File: config.mk
export PLATFORM = sky130hd
export DESIGN_NAME = unix_time_civil_date_converter_core_flat
export DESIGN_NICKNAME = d
export VERILOG_FILES = /design/src/rtl/core/ucdc_pkg.sv /design/src/rtl/core/ucdc_in_if.sv /design/src/rtl/core/ucdc_out_if.sv /design/src/rtl/core/ucdc_civ2day.sv /design/src/rtl/core/ucdc_day2civ.sv /design/src/rtl/core/ucdc_finish.sv /design/src/rtl/core/unix_time_civil_date_converter_core.sv /design/src/flat_wrapper.sv
export SDC_FILE = /design/constraint.sdc
export NUM_CORES = 2
export LEC_CHECK = 0
export BUFFER_PORTS_ARGS = -buffer_cell sky130_fd_sc_hd__buf_2
export CAP_MARGIN = 20
export CORE_MARGIN = 1
export CORE_UTILIZATION = 45
export DETAILED_ROUTE_END_ITERATION = 8
export SYNTH_ARGS = -nofsm -noshare
export SYNTH_HDL_FRONTEND = slang
export SYNTH_SLANG_ARGS = --single-unit
File: constraint.sdc
create_clock -name clk -period 105 [get_ports clk]
set_input_delay 21 -clock clk [delete_from_list [all_inputs] [get_ports clk]]
set_output_delay 21 -clock clk [all_outputs]
set_load 0.02 [all_outputs]
File: src/rtl/core/ucdc_pkg.sv
// ----------------------------------------------------------------------------
// ucdc_pkg: shared types and helpers for the epoch / civil date converter
// Word layouts, calendar constants and the small calendar tables.
// ----------------------------------------------------------------------------
package ucdc_pkg;

  // Day number offset carried down both paths: day number (since 1970-01-01)
  // plus this bias is never negative and is congruent to day + 4 mod 7.
  localparam int unsigned WK_W = 25;
  localparam logic [WK_W-1:0] WK_BIAS = 25'd865624;

  localparam logic [16:0] DAY_SEC    = 17'd86400;
  localparam logic [17:0] ERA_DAYS   = 18'd146097;
  localparam logic [19:0] EPOCH_DAY0 = 20'd719468;
  localparam logic [15:0] YEAR_MIN   = 16'd2000;
  localparam logic [15:0] YEAR_MAX   = 16'd2099;

  typedef struct packed {
    logic [15:0] year;
    logic [3:0]  month;
    logic [4:0]  day;
    logic [4:0]  hour;
    logic [5:0]  minute;
    logic [5:0]  second;
  } civil_t;

  typedef struct packed {
    logic [31:0]     epoch;
    civil_t          civ;
    logic [WK_W-1:0] wk;
  } conv_t;

  typedef struct packed {
    logic [31:0] epoch;
    civil_t      civ;
    logic [2:0]  weekday;
    logic        ok;
  } res_t;

  // First day of a March-based month within its year: (153 * mp + 2) / 5.
  function automatic logic [8:0] month_start(input logic [3:0] mp);
    logic [8:0] d;
    case (mp)
      4'd0:    d = 9'd0;
      4'd1:    d = 9'd31;
      4'd2:    d = 9'd61;
      4'd3:    d = 9'd92;
      4'd4:    d = 9'd122;
      4'd5:    d = 9'd153;
      4'd6:    d = 9'd184;
      4'd7:    d = 9'd214;
      4'd8:    d = 9'd245;
      4'd9:    d = 9'd275;
      4'd10:   d = 9'd306;
      4'd11:   d = 9'd337;
      4'd12:   d = 9'd367;
      default: d = 9'd0;
    endcase
    return d;
  endfunction

  // Days in a January-based month; zero for a month outside 1 to 12.
  function automatic logic [4:0] month_len(input logic [3:0] mo, input logic leap);
    logic [4:0] d;
    case (mo)
      4'd1, 4'd3, 4'd5, 4'd7, 4'd8, 4'd10, 4'd12: d = 5'd31;
      4'd4, 4'd6, 4'd9, 4'd11:                    d = 5'd30;
      4'd2:                                       d = leap ? 5'd29 : 5'd28;
      default:                                    d = 5'd0;
    endcase
    return d;
  endfunction

  // yoe / 100 for yoe below 400: (yoe * 41) >> 12 is exact there.
  function automatic logic [1:0] div100(input logic [8:0] yoe);
    logic [14:0] p;
    p = 15'(yoe) * 15'd41;
    return p[13:12];
  endfunction

  // Days before year-of-era yoe: 365 * yoe + yoe / 4 - yoe / 100.
  function automatic logic [17:0] yoe_days(input logic [8:0] yoe);
    return 18'(yoe) * 18'd365 + 18'(yoe[8:2]) - 18'(div100(yoe));
  endfunction

endpackage

File: src/rtl/core/ucdc_in_if.sv
// ----------------------------------------------------------------------------
// ucdc_in_if: request channel of the converter
// Valid/ready handshake with the conversion kind and both input forms.
// ----------------------------------------------------------------------------
interface ucdc_in_if;
  logic        valid;
  logic        ready;
  logic        kind;
  logic [31:0] epoch_seconds_in;
  logic [15:0] year_in;
  logic [3:0]  month_in;
  logic [4:0]  day_in;
  logic [4:0]  hour_in;
  logic [5:0]  minute_in;
  logic [5:0]  second_in;

  modport source (
    output valid, kind, epoch_seconds_in, year_in, month_in, day_in,
           hour_in, minute_in, second_in,
    input  ready
  );

  modport sink (
    input  valid, kind, epoch_seconds_in, year_in, month_in, day_in,
           hour_in, minute_in, second_in,
    output ready
  );
endinterface

File: src/rtl/core/ucdc_out_if.sv
// ----------------------------------------------------------------------------
// ucdc_out_if: result channel of the converter
// Valid/ready handshake with epoch count, civil fields, weekday and flag.
// ----------------------------------------------------------------------------
interface ucdc_out_if;
  logic        valid;
  logic        ready;
  logic [31:0] epoch_seconds_out;
  logic [15:0] year_out;
  logic [3:0]  month_out;
  logic [4:0]  day_out;
  logic [4:0]  hour_out;
  logic [5:0]  minute_out;
  logic [5:0]  second_out;
  logic [2:0]  weekday;
  logic        valid_res;

  modport source (
    output valid, epoch_seconds_out, year_out, month_out, day_out, hour_out,
           minute_out, second_out, weekday, valid_res,
    input  ready
  );

  modport sink (
    input  valid, epoch_seconds_out, year_out, month_out, day_out, hour_out,
           minute_out, second_out, weekday, valid_res,
    output ready
  );
endinterface

File: src/rtl/core/ucdc_civ2day.sv
// ----------------------------------------------------------------------------
// ucdc_civ2day: civil date to epoch seconds, stages 1 to 7
// Era / day-of-era day count, then seconds modulo 2^32.
// ----------------------------------------------------------------------------
module ucdc_civ2day
  import ucdc_pkg::*;
(
  input  logic   clk,
  input  logic   adv,
  input  civil_t civ_in,
  output conv_t  res
);

  localparam logic [16:0] ERA_SHIFT = 17'd400;
  localparam logic [17:0] RCP400    = 18'd167773;  // ceil(2^26 / 400)
  localparam logic [WK_W-1:0] WK_OFS =
    WK_BIAS - WK_W'(32'(ERA_DAYS) + 32'(EPOCH_DAY0) + 32'd1);
  localparam logic [63:0] BIAS_SEC = 64'(WK_BIAS) * 64'(DAY_SEC);
  localparam logic [31:0] SEC_BIAS = 32'(~BIAS_SEC + 64'd1);

  // stage 1
  logic        mar;
  logic [3:0]  mp;
  logic [16:0] yb;
  logic [8:0]  doy1;
  logic [16:0] tod;

  always_comb begin
    mar  = (civ_in.month <= 4'd2);
    mp   = mar ? civ_in.month + 4'd9 : civ_in.month - 4'd3;
    yb   = {1'b0, civ_in.year} + ERA_SHIFT - {16'd0, mar};
    doy1 = month_start(mp) + {4'd0, civ_in.day};
    tod  = 17'(civ_in.hour) * 17'd3600 + 17'(civ_in.minute) * 17'd60
         + 17'(civ_in.second);
  end

  civil_t      s1_civ, s2_civ, s3_civ, s4_civ, s5_civ, s6_civ;
  logic [16:0] s1_yb, s2_yb;
  logic [8:0]  s1_doy, s2_doy, s3_doy;
  logic [16:0] s1_tod, s2_tod, s3_tod, s4_tod, s5_tod, s6_tod;
  logic [7:0]  s2_era, s3_era;
  logic [8:0]  s3_yoe;
  logic [17:0] s4_doe;
  logic [WK_W-1:0] s4_erad, s5_wk, s6_wk;
  logic [31:0] s6_prod;

  logic [34:0] era_prod;
  logic [41:0] sec_prod;

  assign era_prod = 35'(s1_yb) * 35'(RCP400);
  assign sec_prod = 42'(s5_wk) * 42'(DAY_SEC);

  always_ff @(posedge clk) begin
    if (adv) begin
      s1_civ  <= civ_in;
      s1_yb   <= yb;
      s1_doy  <= doy1;
      s1_tod  <= tod;

      s2_civ  <= s1_civ;
      s2_yb   <= s1_yb;
      s2_doy  <= s1_doy;
      s2_tod  <= s1_tod;
      s2_era  <= era_prod[33:26];

      s3_civ  <= s2_civ;
      s3_doy  <= s2_doy;
      s3_tod  <= s2_tod;
      s3_era  <= s2_era;
      s3_yoe  <= 9'(s2_yb - 17'(s2_era) * 17'd400);

      s4_civ  <= s3_civ;
      s4_tod  <= s3_tod;
      s4_doe  <= yoe_days(s3_yoe) + 18'(s3_doy);
      s4_erad <= WK_W'(s3_era) * WK_W'(ERA_DAYS);

      s5_civ  <= s4_civ;
      s5_tod  <= s4_tod;
      s5_wk   <= s4_erad + WK_W'(s4_doe) + WK_OFS;

      s6_civ  <= s5_civ;
      s6_tod  <= s5_tod;
      s6_wk   <= s5_wk;
      s6_prod <= sec_prod[31:0];

      res.civ   <= s6_civ;
      res.wk    <= s6_wk;
      res.epoch <= s6_prod + SEC_BIAS + 32'(s6_tod);
    end
  end

endmodule

File: src/rtl/core/ucdc_day2civ.sv
// ----------------------------------------------------------------------------
// ucdc_day2civ: epoch seconds to civil date, stages 1 to 7
// Day split, era and year of era, month and day, time of day.
// ----------------------------------------------------------------------------
module ucdc_day2civ
  import ucdc_pkg::*;
(
  input  logic        clk,
  input  logic        adv,
  input  logic [31:0] epoch_in,
  output conv_t       res
);

  // Reciprocals, each exact over the operand range it sees.
  localparam logic [25:0] RCP675 = 26'd50903317;  // ceil(2^35 / 675)
  localparam logic [15:0] RCP365_24 = 16'd45965;  // ceil(2^24 / 365)
  localparam logic [17:0] RCP365_26 = 18'd183860; // ceil(2^26 / 365)
  localparam logic [12:0] RCP225 = 13'd4661;      // ceil(2^20 / 225)
  localparam logic [12:0] RCP15  = 13'd4370;      // ceil(2^16 / 15)
  localparam logic [12:0] RCP153 = 13'd6854;      // ceil(2^20 / 153)

  localparam logic [15:0] ERA5_DAY = 16'(32'(ERA_DAYS) * 32'd5 - 32'(EPOCH_DAY0));
  localparam logic [17:0] ERA4_OFS = 18'(32'(EPOCH_DAY0) - 32'(ERA_DAYS) * 32'd4);
  localparam logic [15:0] ERA4_YEAR = 16'd1600;
  localparam logic [15:0] ERA5_YEAR = 16'd2000;
  localparam logic [17:0] CENT1 = 18'd36524;
  localparam logic [17:0] CENT2 = 18'd73048;
  localparam logic [17:0] CENT3 = 18'd109572;
  localparam logic [17:0] CENT4 = 18'd146096;

  logic [50:0] day_prod;
  logic [31:0] day_sec;
  logic [25:0] hr_prod;
  logic [35:0] yoe_prod;
  logic [22:0] mi_prod;
  logic [23:0] mp_prod;
  logic [31:0] q1460_prod;
  logic [17:0] t3;
  logic [3:0]  mo7;

  logic [31:0] s1_ep, s2_ep, s3_ep, s4_ep, s5_ep, s6_ep;
  logic [15:0] s1_days;
  logic [WK_W-1:0] s2_wk, s3_wk, s4_wk, s5_wk, s6_wk;
  logic [16:0] s2_rem, s3_rem;
  logic [17:0] s2_doe, s3_doe, s4_doe;
  logic        s2_era5, s3_era5, s4_era5, s5_era5, s6_era5;
  logic [17:0] s3_t;
  logic [4:0]  s3_hr, s4_hr, s5_hr, s6_hr;
  logic [8:0]  s4_yoe, s5_yoe, s6_yoe;
  logic [11:0] s4_r2, s5_r2;
  logic [8:0]  s5_doy, s6_doy;
  logic [5:0]  s5_mi, s6_mi, s6_se;
  logic [3:0]  s6_mp;

  always_comb begin
    day_prod   = 51'(epoch_in[31:7]) * 51'(RCP675);
    day_sec    = 32'(s1_days) * 32'(DAY_SEC);
    q1460_prod = 32'(s2_doe[17:2]) * 32'(RCP365_24);
    t3 = s2_doe - 18'(q1460_prod[30:24])
       + 18'(s2_doe >= CENT1) + 18'(s2_doe >= CENT2) + 18'(s2_doe >= CENT3)
       + 18'(s2_doe >= CENT4) - 18'(s2_doe == CENT4);
    hr_prod  = 26'(s2_rem[16:4]) * 26'(RCP225);
    yoe_prod = 36'(s3_t) * 36'(RCP365_26);
    mi_prod  = 23'(s4_r2[11:2]) * 23'(RCP15);
    mp_prod  = 24'(11'(s5_doy) * 11'd5 + 11'd2) * 24'(RCP153);
    mo7      = (s6_mp < 4'd10) ? s6_mp + 4'd3 : s6_mp - 4'd9;
  end

  always_ff @(posedge clk) begin
    if (adv) begin
      // stage 1: whole days
      s1_ep   <= epoch_in;
      s1_days <= day_prod[50:35];

      // stage 2: seconds of day, era and day of era
      s2_ep   <= s1_ep;
      s2_wk   <= WK_W'(s1_days) + WK_BIAS;
      s2_rem  <= 17'(s1_ep - day_sec);
      s2_era5 <= (s1_days >= ERA5_DAY);
      s2_doe  <= (s1_days >= ERA5_DAY) ? 18'(s1_days - ERA5_DAY)
                                       : 18'(s1_days) + ERA4_OFS;

      // stage 3: leap-corrected day count, hour
      s3_ep   <= s2_ep;
      s3_wk   <= s2_wk;
      s3_rem  <= s2_rem;
      s3_era5 <= s2_era5;
      s3_doe  <= s2_doe;
      s3_t    <= t3;
      s3_hr   <= hr_prod[24:20];

      // stage 4: year of era, seconds of hour
      s4_ep   <= s3_ep;
      s4_wk   <= s3_wk;
      s4_era5 <= s3_era5;
      s4_doe  <= s3_doe;
      s4_hr   <= s3_hr;
      s4_yoe  <= yoe_prod[34:26];
      s4_r2   <= 12'(s3_rem - 17'(s3_hr) * 17'd3600);

      // stage 5: day of year, minute
      s5_ep   <= s4_ep;
      s5_wk   <= s4_wk;
      s5_era5 <= s4_era5;
      s5_hr   <= s4_hr;
      s5_yoe  <= s4_yoe;
      s5_r2   <= s4_r2;
      s5_doy  <= 9'(s4_doe - yoe_days(s4_yoe));
      s5_mi   <= mi_prod[21:16];

      // stage 6: March-based month, second
      s6_ep   <= s5_ep;
      s6_wk   <= s5_wk;
      s6_era5 <= s5_era5;
      s6_hr   <= s5_hr;
      s6_yoe  <= s5_yoe;
      s6_doy  <= s5_doy;
      s6_mi   <= s5_mi;
      s6_mp   <= mp_prod[23:20];
      s6_se   <= 6'(s5_r2 - 12'(s5_mi) * 12'd60);

      // stage 7: January-based month, day, year
      res.epoch      <= s6_ep;
      res.wk         <= s6_wk;
      res.civ.month  <= mo7;
      res.civ.day    <= 5'(s6_doy - month_start(s6_mp) + 9'd1);
      res.civ.year   <= 16'(s6_yoe) + (s6_era5 ? ERA5_YEAR : ERA4_YEAR)
                      + 16'(mo7 <= 4'd2);
      res.civ.hour   <= s6_hr;
      res.civ.minute <= s6_mi;
      res.civ.second <= s6_se;
    end
  end

endmodule

File: src/rtl/core/ucdc_finish.sv
// ----------------------------------------------------------------------------
// ucdc_finish: result select, range check and weekday, stages 8 and 9
// Picks the path for the kind, checks the date, reduces day number mod 7.
// ----------------------------------------------------------------------------
module ucdc_finish
  import ucdc_pkg::*;
(
  input  logic  clk,
  input  logic  adv,
  input  logic  kind,
  input  conv_t c2e,
  input  conv_t e2c,
  output res_t  res
);

  localparam logic [25:0] RCP7 = 26'd38347923;  // ceil(2^28 / 7)

  conv_t       sel;
  logic        leap;
  logic        ok;
  logic [50:0] q7_prod;

  logic [31:0]     s8_epoch;
  civil_t          s8_civ;
  logic [WK_W-1:0] s8_wk;
  logic [21:0]     s8_q7;
  logic            s8_ok;
  logic [WK_W-1:0] wk_rem;

  always_comb begin
    sel     = kind ? e2c : c2e;
    leap    = (sel.civ.year[1:0] == 2'd0);
    ok      = (sel.civ.year >= YEAR_MIN) && (sel.civ.year <= YEAR_MAX)
           && (sel.civ.month >= 4'd1) && (sel.civ.month <= 4'd12)
           && (sel.civ.day != 5'd0)
           && (sel.civ.day <= month_len(sel.civ.month, leap))
           && (sel.civ.hour <= 5'd23) && (sel.civ.minute <= 6'd59)
           && (sel.civ.second <= 6'd59);
    q7_prod = 51'(sel.wk) * 51'(RCP7);
    wk_rem  = s8_wk - WK_W'(s8_q7) * WK_W'(7);
  end

  always_ff @(posedge clk) begin
    if (adv) begin
      s8_epoch <= sel.epoch;
      s8_civ   <= sel.civ;
      s8_wk    <= sel.wk;
      s8_q7    <= q7_prod[49:28];
      s8_ok    <= ok;

      res.epoch   <= s8_epoch;
      res.civ     <= s8_civ;
      res.weekday <= wk_rem[2:0] + 3'd1;
      res.ok      <= s8_ok;
    end
  end

endmodule

File: src/rtl/core/unix_time_civil_date_converter_core.sv
// ----------------------------------------------------------------------------
// unix_time_civil_date_converter_core: epoch seconds / civil date converter
//
// Request channel req carries one word per conversion: kind 0 turns the civil
// date and time fields into seconds since 1970 (wrapped to 32 bits), kind 1
// turns epoch_seconds_in into a civil date and time. The other direction's
// input fields are ignored. Each request produces exactly one word on rsp
// carrying both forms, the day of week (1 Sunday to 7 Saturday) and
// valid_res, set for years 2000 to 2099 with every field in range.
// The pipe has nine register stages, and a new word is taken in every cycle
// while rsp is not stalled. The depth is set by the reciprocal multipliers,
// which are spread over the stages together with the adds and compares.
// A stall on rsp freezes all stages at once, so req.ready drops in the same
// cycle and no word is lost or repeated; bubbles move along with the data.
// Reset clears the stage valid bits only; the data and kind registers are not reset.
// ----------------------------------------------------------------------------
module unix_time_civil_date_converter_core
  import ucdc_pkg::*;
(
  input  logic    clk,
  input  logic    rst,
  ucdc_in_if.sink   req,
  ucdc_out_if.source rsp
);

  localparam int unsigned STAGES      = 9;
  localparam int unsigned PATH_STAGES = 7;

  // One valid bit per stage; the last one is the output register.
  logic [STAGES-1:0]      vld;
  logic [PATH_STAGES-1:0] kind_pipe;
  logic                   adv;

  civil_t civ_in;
  conv_t  c2e;
  conv_t  e2c;
  res_t   res;

  // Advance the whole pipe unless a finished word is held by the receiver.
  assign adv       = !vld[STAGES-1] || rsp.ready;
  assign req.ready = adv;

  always_ff @(posedge clk) begin
    if (rst) begin
      vld <= '0;
    end else if (adv) begin
      vld <= {vld[STAGES-2:0], req.valid};
    end
  end

  // Kind travels alongside the two paths to pick the result at stage 8.
  always_ff @(posedge clk) begin
    if (adv) begin
      kind_pipe <= {kind_pipe[PATH_STAGES-2:0], req.kind};
    end
  end

  assign civ_in.year   = req.year_in;
  assign civ_in.month  = req.month_in;
  assign civ_in.day    = req.day_in;
  assign civ_in.hour   = req.hour_in;
  assign civ_in.minute = req.minute_in;
  assign civ_in.second = req.second_in;

  // Civil date to epoch: stages 1 to 7.
  ucdc_civ2day u_civ2day (
    .clk    (clk),
    .adv    (adv),
    .civ_in (civ_in),
    .res    (c2e)
  );

  // Epoch to civil date: stages 1 to 7.
  ucdc_day2civ u_day2civ (
    .clk      (clk),
    .adv      (adv),
    .epoch_in (req.epoch_seconds_in),
    .res      (e2c)
  );

  // Select, range check and weekday: stages 8 and 9.
  ucdc_finish u_finish (
    .clk  (clk),
    .adv  (adv),
    .kind (kind_pipe[PATH_STAGES-1]),
    .c2e  (c2e),
    .e2c  (e2c),
    .res  (res)
  );

  assign rsp.valid             = vld[STAGES-1];
  assign rsp.epoch_seconds_out = res.epoch;
  assign rsp.year_out          = res.civ.year;
  assign rsp.month_out         = res.civ.month;
  assign rsp.day_out           = res.civ.day;
  assign rsp.hour_out          = res.civ.hour;
  assign rsp.minute_out        = res.civ.minute;
  assign rsp.second_out        = res.civ.second;
  assign rsp.weekday           = res.weekday;
  assign rsp.valid_res         = res.ok;

endmodule
File: src/flat_wrapper.sv
// flat-port wrapper written by rule: the top's interface ports become plain ports
module unix_time_civil_date_converter_core_flat import ucdc_pkg::*;
  (clk, rst, req_valid, req_kind, req_epoch_seconds_in, req_year_in, req_month_in, req_day_in, req_hour_in, req_minute_in, req_second_in, req_ready, rsp_valid, rsp_epoch_seconds_out, rsp_year_out, rsp_month_out, rsp_day_out, rsp_hour_out, rsp_minute_out, rsp_second_out, rsp_weekday, rsp_valid_res, rsp_ready);
  ucdc_in_if req_i ();
  ucdc_out_if rsp_i ();
  input  logic clk;
  input  logic rst;
  input wire logic [$bits(req_i.valid)-1:0] req_valid;
  input wire logic [$bits(req_i.kind)-1:0] req_kind;
  input wire logic [$bits(req_i.epoch_seconds_in)-1:0] req_epoch_seconds_in;
  input wire logic [$bits(req_i.year_in)-1:0] req_year_in;
  input wire logic [$bits(req_i.month_in)-1:0] req_month_in;
  input wire logic [$bits(req_i.day_in)-1:0] req_day_in;
  input wire logic [$bits(req_i.hour_in)-1:0] req_hour_in;
  input wire logic [$bits(req_i.minute_in)-1:0] req_minute_in;
  input wire logic [$bits(req_i.second_in)-1:0] req_second_in;
  output wire logic [$bits(req_i.ready)-1:0] req_ready;
  output wire logic [$bits(rsp_i.valid)-1:0] rsp_valid;
  output wire logic [$bits(rsp_i.epoch_seconds_out)-1:0] rsp_epoch_seconds_out;
  output wire logic [$bits(rsp_i.year_out)-1:0] rsp_year_out;
  output wire logic [$bits(rsp_i.month_out)-1:0] rsp_month_out;
  output wire logic [$bits(rsp_i.day_out)-1:0] rsp_day_out;
  output wire logic [$bits(rsp_i.hour_out)-1:0] rsp_hour_out;
  output wire logic [$bits(rsp_i.minute_out)-1:0] rsp_minute_out;
  output wire logic [$bits(rsp_i.second_out)-1:0] rsp_second_out;
  output wire logic [$bits(rsp_i.weekday)-1:0] rsp_weekday;
  output wire logic [$bits(rsp_i.valid_res)-1:0] rsp_valid_res;
  input wire logic [$bits(rsp_i.ready)-1:0] rsp_ready;
  assign req_i.valid = req_valid;
  assign req_i.kind = req_kind;
  assign req_i.epoch_seconds_in = req_epoch_seconds_in;
  assign req_i.year_in = req_year_in;
  assign req_i.month_in = req_month_in;
  assign req_i.day_in = req_day_in;
  assign req_i.hour_in = req_hour_in;
  assign req_i.minute_in = req_minute_in;
  assign req_i.second_in = req_second_in;
  assign req_ready = req_i.ready;
  assign rsp_valid = rsp_i.valid;
  assign rsp_epoch_seconds_out = rsp_i.epoch_seconds_out;
  assign rsp_year_out = rsp_i.year_out;
  assign rsp_month_out = rsp_i.month_out;
  assign rsp_day_out = rsp_i.day_out;
  assign rsp_hour_out = rsp_i.hour_out;
  assign rsp_minute_out = rsp_i.minute_out;
  assign rsp_second_out = rsp_i.second_out;
  assign rsp_weekday = rsp_i.weekday;
  assign rsp_valid_res = rsp_i.valid_res;
  assign rsp_i.ready = rsp_ready;
  unix_time_civil_date_converter_core u_core (.clk(clk), .rst(rst), .req(req_i), .rsp(rsp_i));
endmodule
---- Yosys cells after proc, flatten, opt, wreduce, memory -nomap -nowiden ----
Memory sizes are Yosys's and may differ from the RTL's. A register that Yosys moved wholly into a read port is not among the register bits.
Cells that the tools add are included.
word-level totals
  bits in read-only memories .............. 288
  input port bits ......................... 79
  logic and storage cells ................. 245
  register bits ........................... 1464
  memories kept ........................... 2
memory list
  name              words  width  read ports  clocked after Yosys merged registers in  write ports  RTL line        RTL
  (name not given)  16     9      1           0                                        0            ucdc_pkg.sv:43  case (mp)
  (name not given)  16     9      1           1                                        0            ucdc_pkg.sv:43
cells by class
  reduce and logical (&&, ||, !) cells .... 14
  multiply operators ...................... 22
  multiplexer cells ....................... 9
  order comparisons ....................... 16
  add/sub/neg operators ................... 39
  equality and inequality tests ........... 13
operator list
  cell                                                                     number
  99-bit two-way mux                                                       1
  18-bit by 1-bit adder with 18-bit output                                 4
  25-bit by 26-bit multiplier with 51-bit output, second input constant    1
  25-bit by 26-bit multiplier with 50-bit output, second input constant    1
  18-bit by 17-bit >= comparator with 1-bit output, second input constant  2
  17-bit by 18-bit multiplier with 34-bit output, second input constant    1
  18-bit by 16-bit multiplier with 33-bit output, second input constant    1
  32-bit by 17-bit adder with 32-bit output                                1
  32-bit adder, second input constant                                      1
  16-bit by 16-bit multiplier with 31-bit output, second input constant    1
  9-bit by 6-bit multiplier with 14-bit output, second input constant      2
  25-bit by 18-bit adder with 25-bit output                                1
  25-bit by 6-bit adder with 25-bit output, second input constant          1
  13-bit by 13-bit multiplier with 25-bit output, second input constant    1
  25-bit by 10-bit multiplier with 25-bit output, second input constant    1
  8-bit by 18-bit multiplier with 25-bit output, second input constant     1
  13-bit by 12-bit multiplier with 23-bit output, second input constant    1
  22-bit by 3-bit multiplier with 3-bit output, second input constant      1
  16-bit by 20-bit adder with 21-bit output, second input constant         1
  10-bit by 12-bit multiplier with 21-bit output, second input constant    1
  4-bit == test, second input constant                                     5
  16-bit by 18-bit adder with 18-bit output, second input constant         1
  18-bit by 7-bit adder with 18-bit output                                 1
  18-bit by 9-bit adder with 18-bit output                                 1
  other kinds (64)                                                         80

---- Logic depth before layout (Yosys ltp) ----
  depth in word-level cells ............... 10
  gate-level depth with buffers ........... 39
  mapped depth without buffers ............ 39

---- Hierarchy ----
A second synthesis with hierarchy kept.
unflattened totals
  cell total of the unflattened synthesis .. 7269
  area, all modules ....................... 96456.3 sq um
by module, submodules not included
  module                               sequential area each (sq um)  cells each  area each (sq um)  instances
  ucdc_day2civ                         16585.9                       3719        47320.4            1
  ucdc_civ2day                         19038.3                       2670        37267.0            1
  ucdc_finish                          4774.6                        843         11313.4            1
  unix_time_civil_date_converter_core  390.4                         37          555.5              1

---- Least setup slack after synthesis ----
No wires, ideal clock.
  kind .................................... input to output
  start point ............................. input rsp_ready
  end point ............................... output req_ready
  data required time ...................... 84.000 ns
  arrival time ............................ 57.660 ns
  buffers on the path ..................... 1
  path slack .............................. 26.340 ns
  cell stages on the path ................. 3
  cell sequence ........................... nor2b_1 inv_1 clkbuf_1
between the ends
  longest elaborated chain between the ends .. 1
RTL lines
  item                RTL line                                   RTL
  start: declaration  flat_wrapper.sv:28                         input wire logic [$bits(rsp_i.ready)-1:0] rsp_ready;
  1-bit logical OR    unix_time_civil_date_converter_core.sv:40  assign adv = !vld[STAGES-1] || rsp.ready;
  end: declaration    flat_wrapper.sv:17                         output wire logic [$bits(req_i.ready)-1:0] req_ready;
Every way passes these cells.

---- Worst setup path in the final report ----
Same ends and word-level chain as after synthesis.

==> results.json <==
{
  "status": "finished, final reports clean",
  "pin_count": 159,
  "fmaxAchievable_ghz": 0.0232,
  "top_usage_layer": "met2",
  "seq_area_frac_synth_pct": 42.8,
  "htreeDepth": 4,
  "rsz0062_at_grt": "false",
  "start_util_pct": 45.3,
  "critPathMaxFanout": 84,
  "remaining_drc_errors": 0,
  "synth_cell_types": 75,
  "vias_per_cell": 4.86,
  "drt_wl_total_mm": 182,
  "core_sq_um": 210000,
  "r2r_setup_slack_ns": 94.75,
  "synth_edf_count": 1345,
  "grt-ovfl-total": 0,
  "min_path_type": "reg -> reg",
  "maxCapViolCount": 0,
  "tightest_slew_ns": 1.04,
  "use_met1_pct": 25.0,
  "grt_pass1_wl_mm": 292,
  "rr_worst_depth": 37,
  "post_cts_buffers": 0,
  "synth-async-reset-ratio_pct": 0,
  "min_period_ns": 43.03,
  "grt_max_degree": 173,
  "io_buffer_count": 158,
  "syn_avg_cell_area_sq_um": 13.3,
  "cts_resized": 0,
  "finalSetupViolCount": 0,
  "synthesis.nets": 9677,
  "required_ns": 84.00,
  "grt_use_met2_pct": 28.9,
  "die_x_um": 462,
  "chipHeight_um": 462,
  "use_met3_pct": 2.13,
  "synth_top_area_cell": "edfxtp_1",
  "ant_nets": 0,
  "wl_per_cell_um": 17.6,
  "critPathKind": "in -> out",
  "antenna_found_initial": 16,
  "nets": 9979,
  "syn2layout_area_growth_pct": 9.76,
  "die_area_sq_um": 213000,
  "synth_commonest_cells": "inv_1 (1626), ha_1 (1625), edfxtp_1 (1345)",
  "root_buffer": "clkbuf_16",
  "syn_area_sq_um": 95100,
  "drt_first_pass_iters": 5,
  "clk-insertion-delay-late_ns": 0.79,
  "clock_sinks": 1359,
  "slew_viol_final": 0,
  "grt.total_usage_pct": 17.7,
  "first_iter_violations": 2679,
  "hold_viol_final": 0,
  "synthTopCellsByArea": "edfxtp_1 (42%), ha_1 (21%), fa_1 (18%)",
  "clockBufferDepth": 3,
  "r2r_end": "u_core.u_day2civ.s3_t[16]$_DFFE_PN_",
  "netlist.area_leader.share_pct": 42.5,
  "slew_headroom_pct": 29.9,
  "cts-buffers-inserted": 145,
  "yosys_register_bits": 1359,
  "cts_tree": "done",
  "end_kind": "output pin",
  "num_vias": 50300,
  "hp-start": "u_core.u_civ2day.s4_tod[7]$_DFFE_PN_",
  "setup-tns-final_ns": 0,
  "cts_hold_buf": 0,
  "hold_depth": 0,
  "synth_cells": 7126,
  "synth_warnings": 0,
  "crit_arrival_ns": 22.03,
  "grt_pass1_vias": 53300,
  "fin_skew_ns": 0.0368,
  "synth_most_common_cell": "inv_1",
  "std_cell_rows": 168,
  "period_share_pct": 41.0,
  "start_kind": "primary input",
  "cts.clk_slew.worst_paths_ns": 0.06,
  "hold-path-endpoint": "u_core.u_civ2day.s5_tod[7]$_DFFE_PN_",
  "dp_hpwl_mm": 145,
  "synth_top_flop_cell": "edfxtp_1",
  "utilization_pct": 49.8,
  "drive_above_1_share_pct": 6.93,
  "place.gp.congestion": 0.873,
  "r2r_start": "u_core.u_day2civ.s2_doe[7]$_DFFE_PN_"
}
cell families (layout without fill, tap and decap cells):
kind of cell,after synthesis,in the layout,synth area share [%]
adder cells (fa/ha/maj),2472,2472,39.2
AO/OA/AOI/OAI,617,617,4.18
AND/OR/NAND/NOR,575,575,2.97
flip-flops,1359,1359,42.8
other,0,5,0
multiplexers,96,96,1.12
XOR/XNOR,352,352,3.24
buffers and inverters,1655,2074,6.54
stage by stage:
step                      setup slack [ns]  hold WS [ns]  instance area, sq um  instances
after global placement               61.93         0.401                 99500      10100
after global routing                 61.86         0.396                104000      10400
final                                61.98         0.400                104000      10400
after floorplan                      26.34         0.400                 95100       7126
after CTS                            61.93         0.391                104000      10300
after detailed placement             61.93         0.405                 99500      10100
registers in the layout, indices dropped and copies added (netlist names), 24 cells and up, named ones only:
name,flops
u_core.u_civ2day.res,97
u_core.u_day2civ.res,86
u_core.u_finish.res,76
u_core.u_civ2day.s1_civ,42
u_core.u_civ2day.s2_civ,42
u_core.u_civ2day.s3_civ,42
u_core.u_civ2day.s4_civ,42
u_core.u_civ2day.s5_civ,42
u_core.u_civ2day.s6_civ,42
u_core.u_finish.s8_civ,40
u_core.u_day2civ.s1_ep,32
u_core.u_day2civ.s2_ep,32
u_core.u_day2civ.s3_ep,32
u_core.u_day2civ.s4_ep,32
u_core.u_day2civ.s5_ep,32
u_core.u_day2civ.s6_ep,32
u_core.u_finish.s8_epoch,32
u_core.u_civ2day.s4_erad,25
u_core.u_civ2day.s5_wk,25
u_core.u_civ2day.s6_wk,25
u_core.u_civ2day.s6_prod,24
cell usage in the layout, fill, tap and decap left out, drive strengths merged, types with 20 or more instances in the layout:
cell / synthesis / final
inv: 1626 / 1639
ha: 1625 / 1625
edfxtp: 1345 / 1345
fa: 847 / 847
xnor2: 276 / 276
a21oi: 200 / 200
buf: 9 / 184
clkbuf: 20 / 169
nor2: 151 / 151
nand2: 122 / 122
o21ai: 111 / 111
a21o: 85 / 85
mux2: 80 / 80
xor2: 76 / 76
nor3: 64 / 64
clkinv: 0 / 62
nand3: 50 / 50
o21a: 46 / 46
nor2b: 42 / 42
o21bai: 40 / 40
nand4: 29 / 29
nand2b: 29 / 29
a31oi: 20 / 20
worst max path at each step:
stage | startpoint | endpoint | slack (ns)
final | rsp_ready | req_ready | 61.98
after CTS | rsp_ready | req_ready | 61.93
after global routing | rsp_ready | req_ready | 61.86
after global placement | rsp_ready | req_ready | 61.93
after floorplan | rsp_ready | req_ready | 26.34
after detailed placement | rsp_ready | req_ready | 61.93
final cells by class:
cell class,instances,area [sq um]
fill,18300,105000
multi-input combinational,4112,48200
sequential,1359,40700
inverter,1626,6110
clock buffer,169,3740
tap,2805,3510
clock inverter,95,1090
timing repair buffer,184,1040
antenna,5,12.5
critical path, cell delays in order:
cell	delay, ns
buf_2	0.08
nor2b_1	0.03
buf_4	0.18
inv_8	0.43
buf_2	0.27
per-layer routing:
metal | vias to the layer above | share of wire, %
li1 | 24600 | -
met1 | 24900 | 48
met2 | 662 | 47
met3 | 226 | 3.1
met4 | 8 | 2.2
met5 | - | 0.025
Power is left out: the tool's default activity adds up to more than one toggle a clock period on the data nets, which glitch-free logic cannot reach.
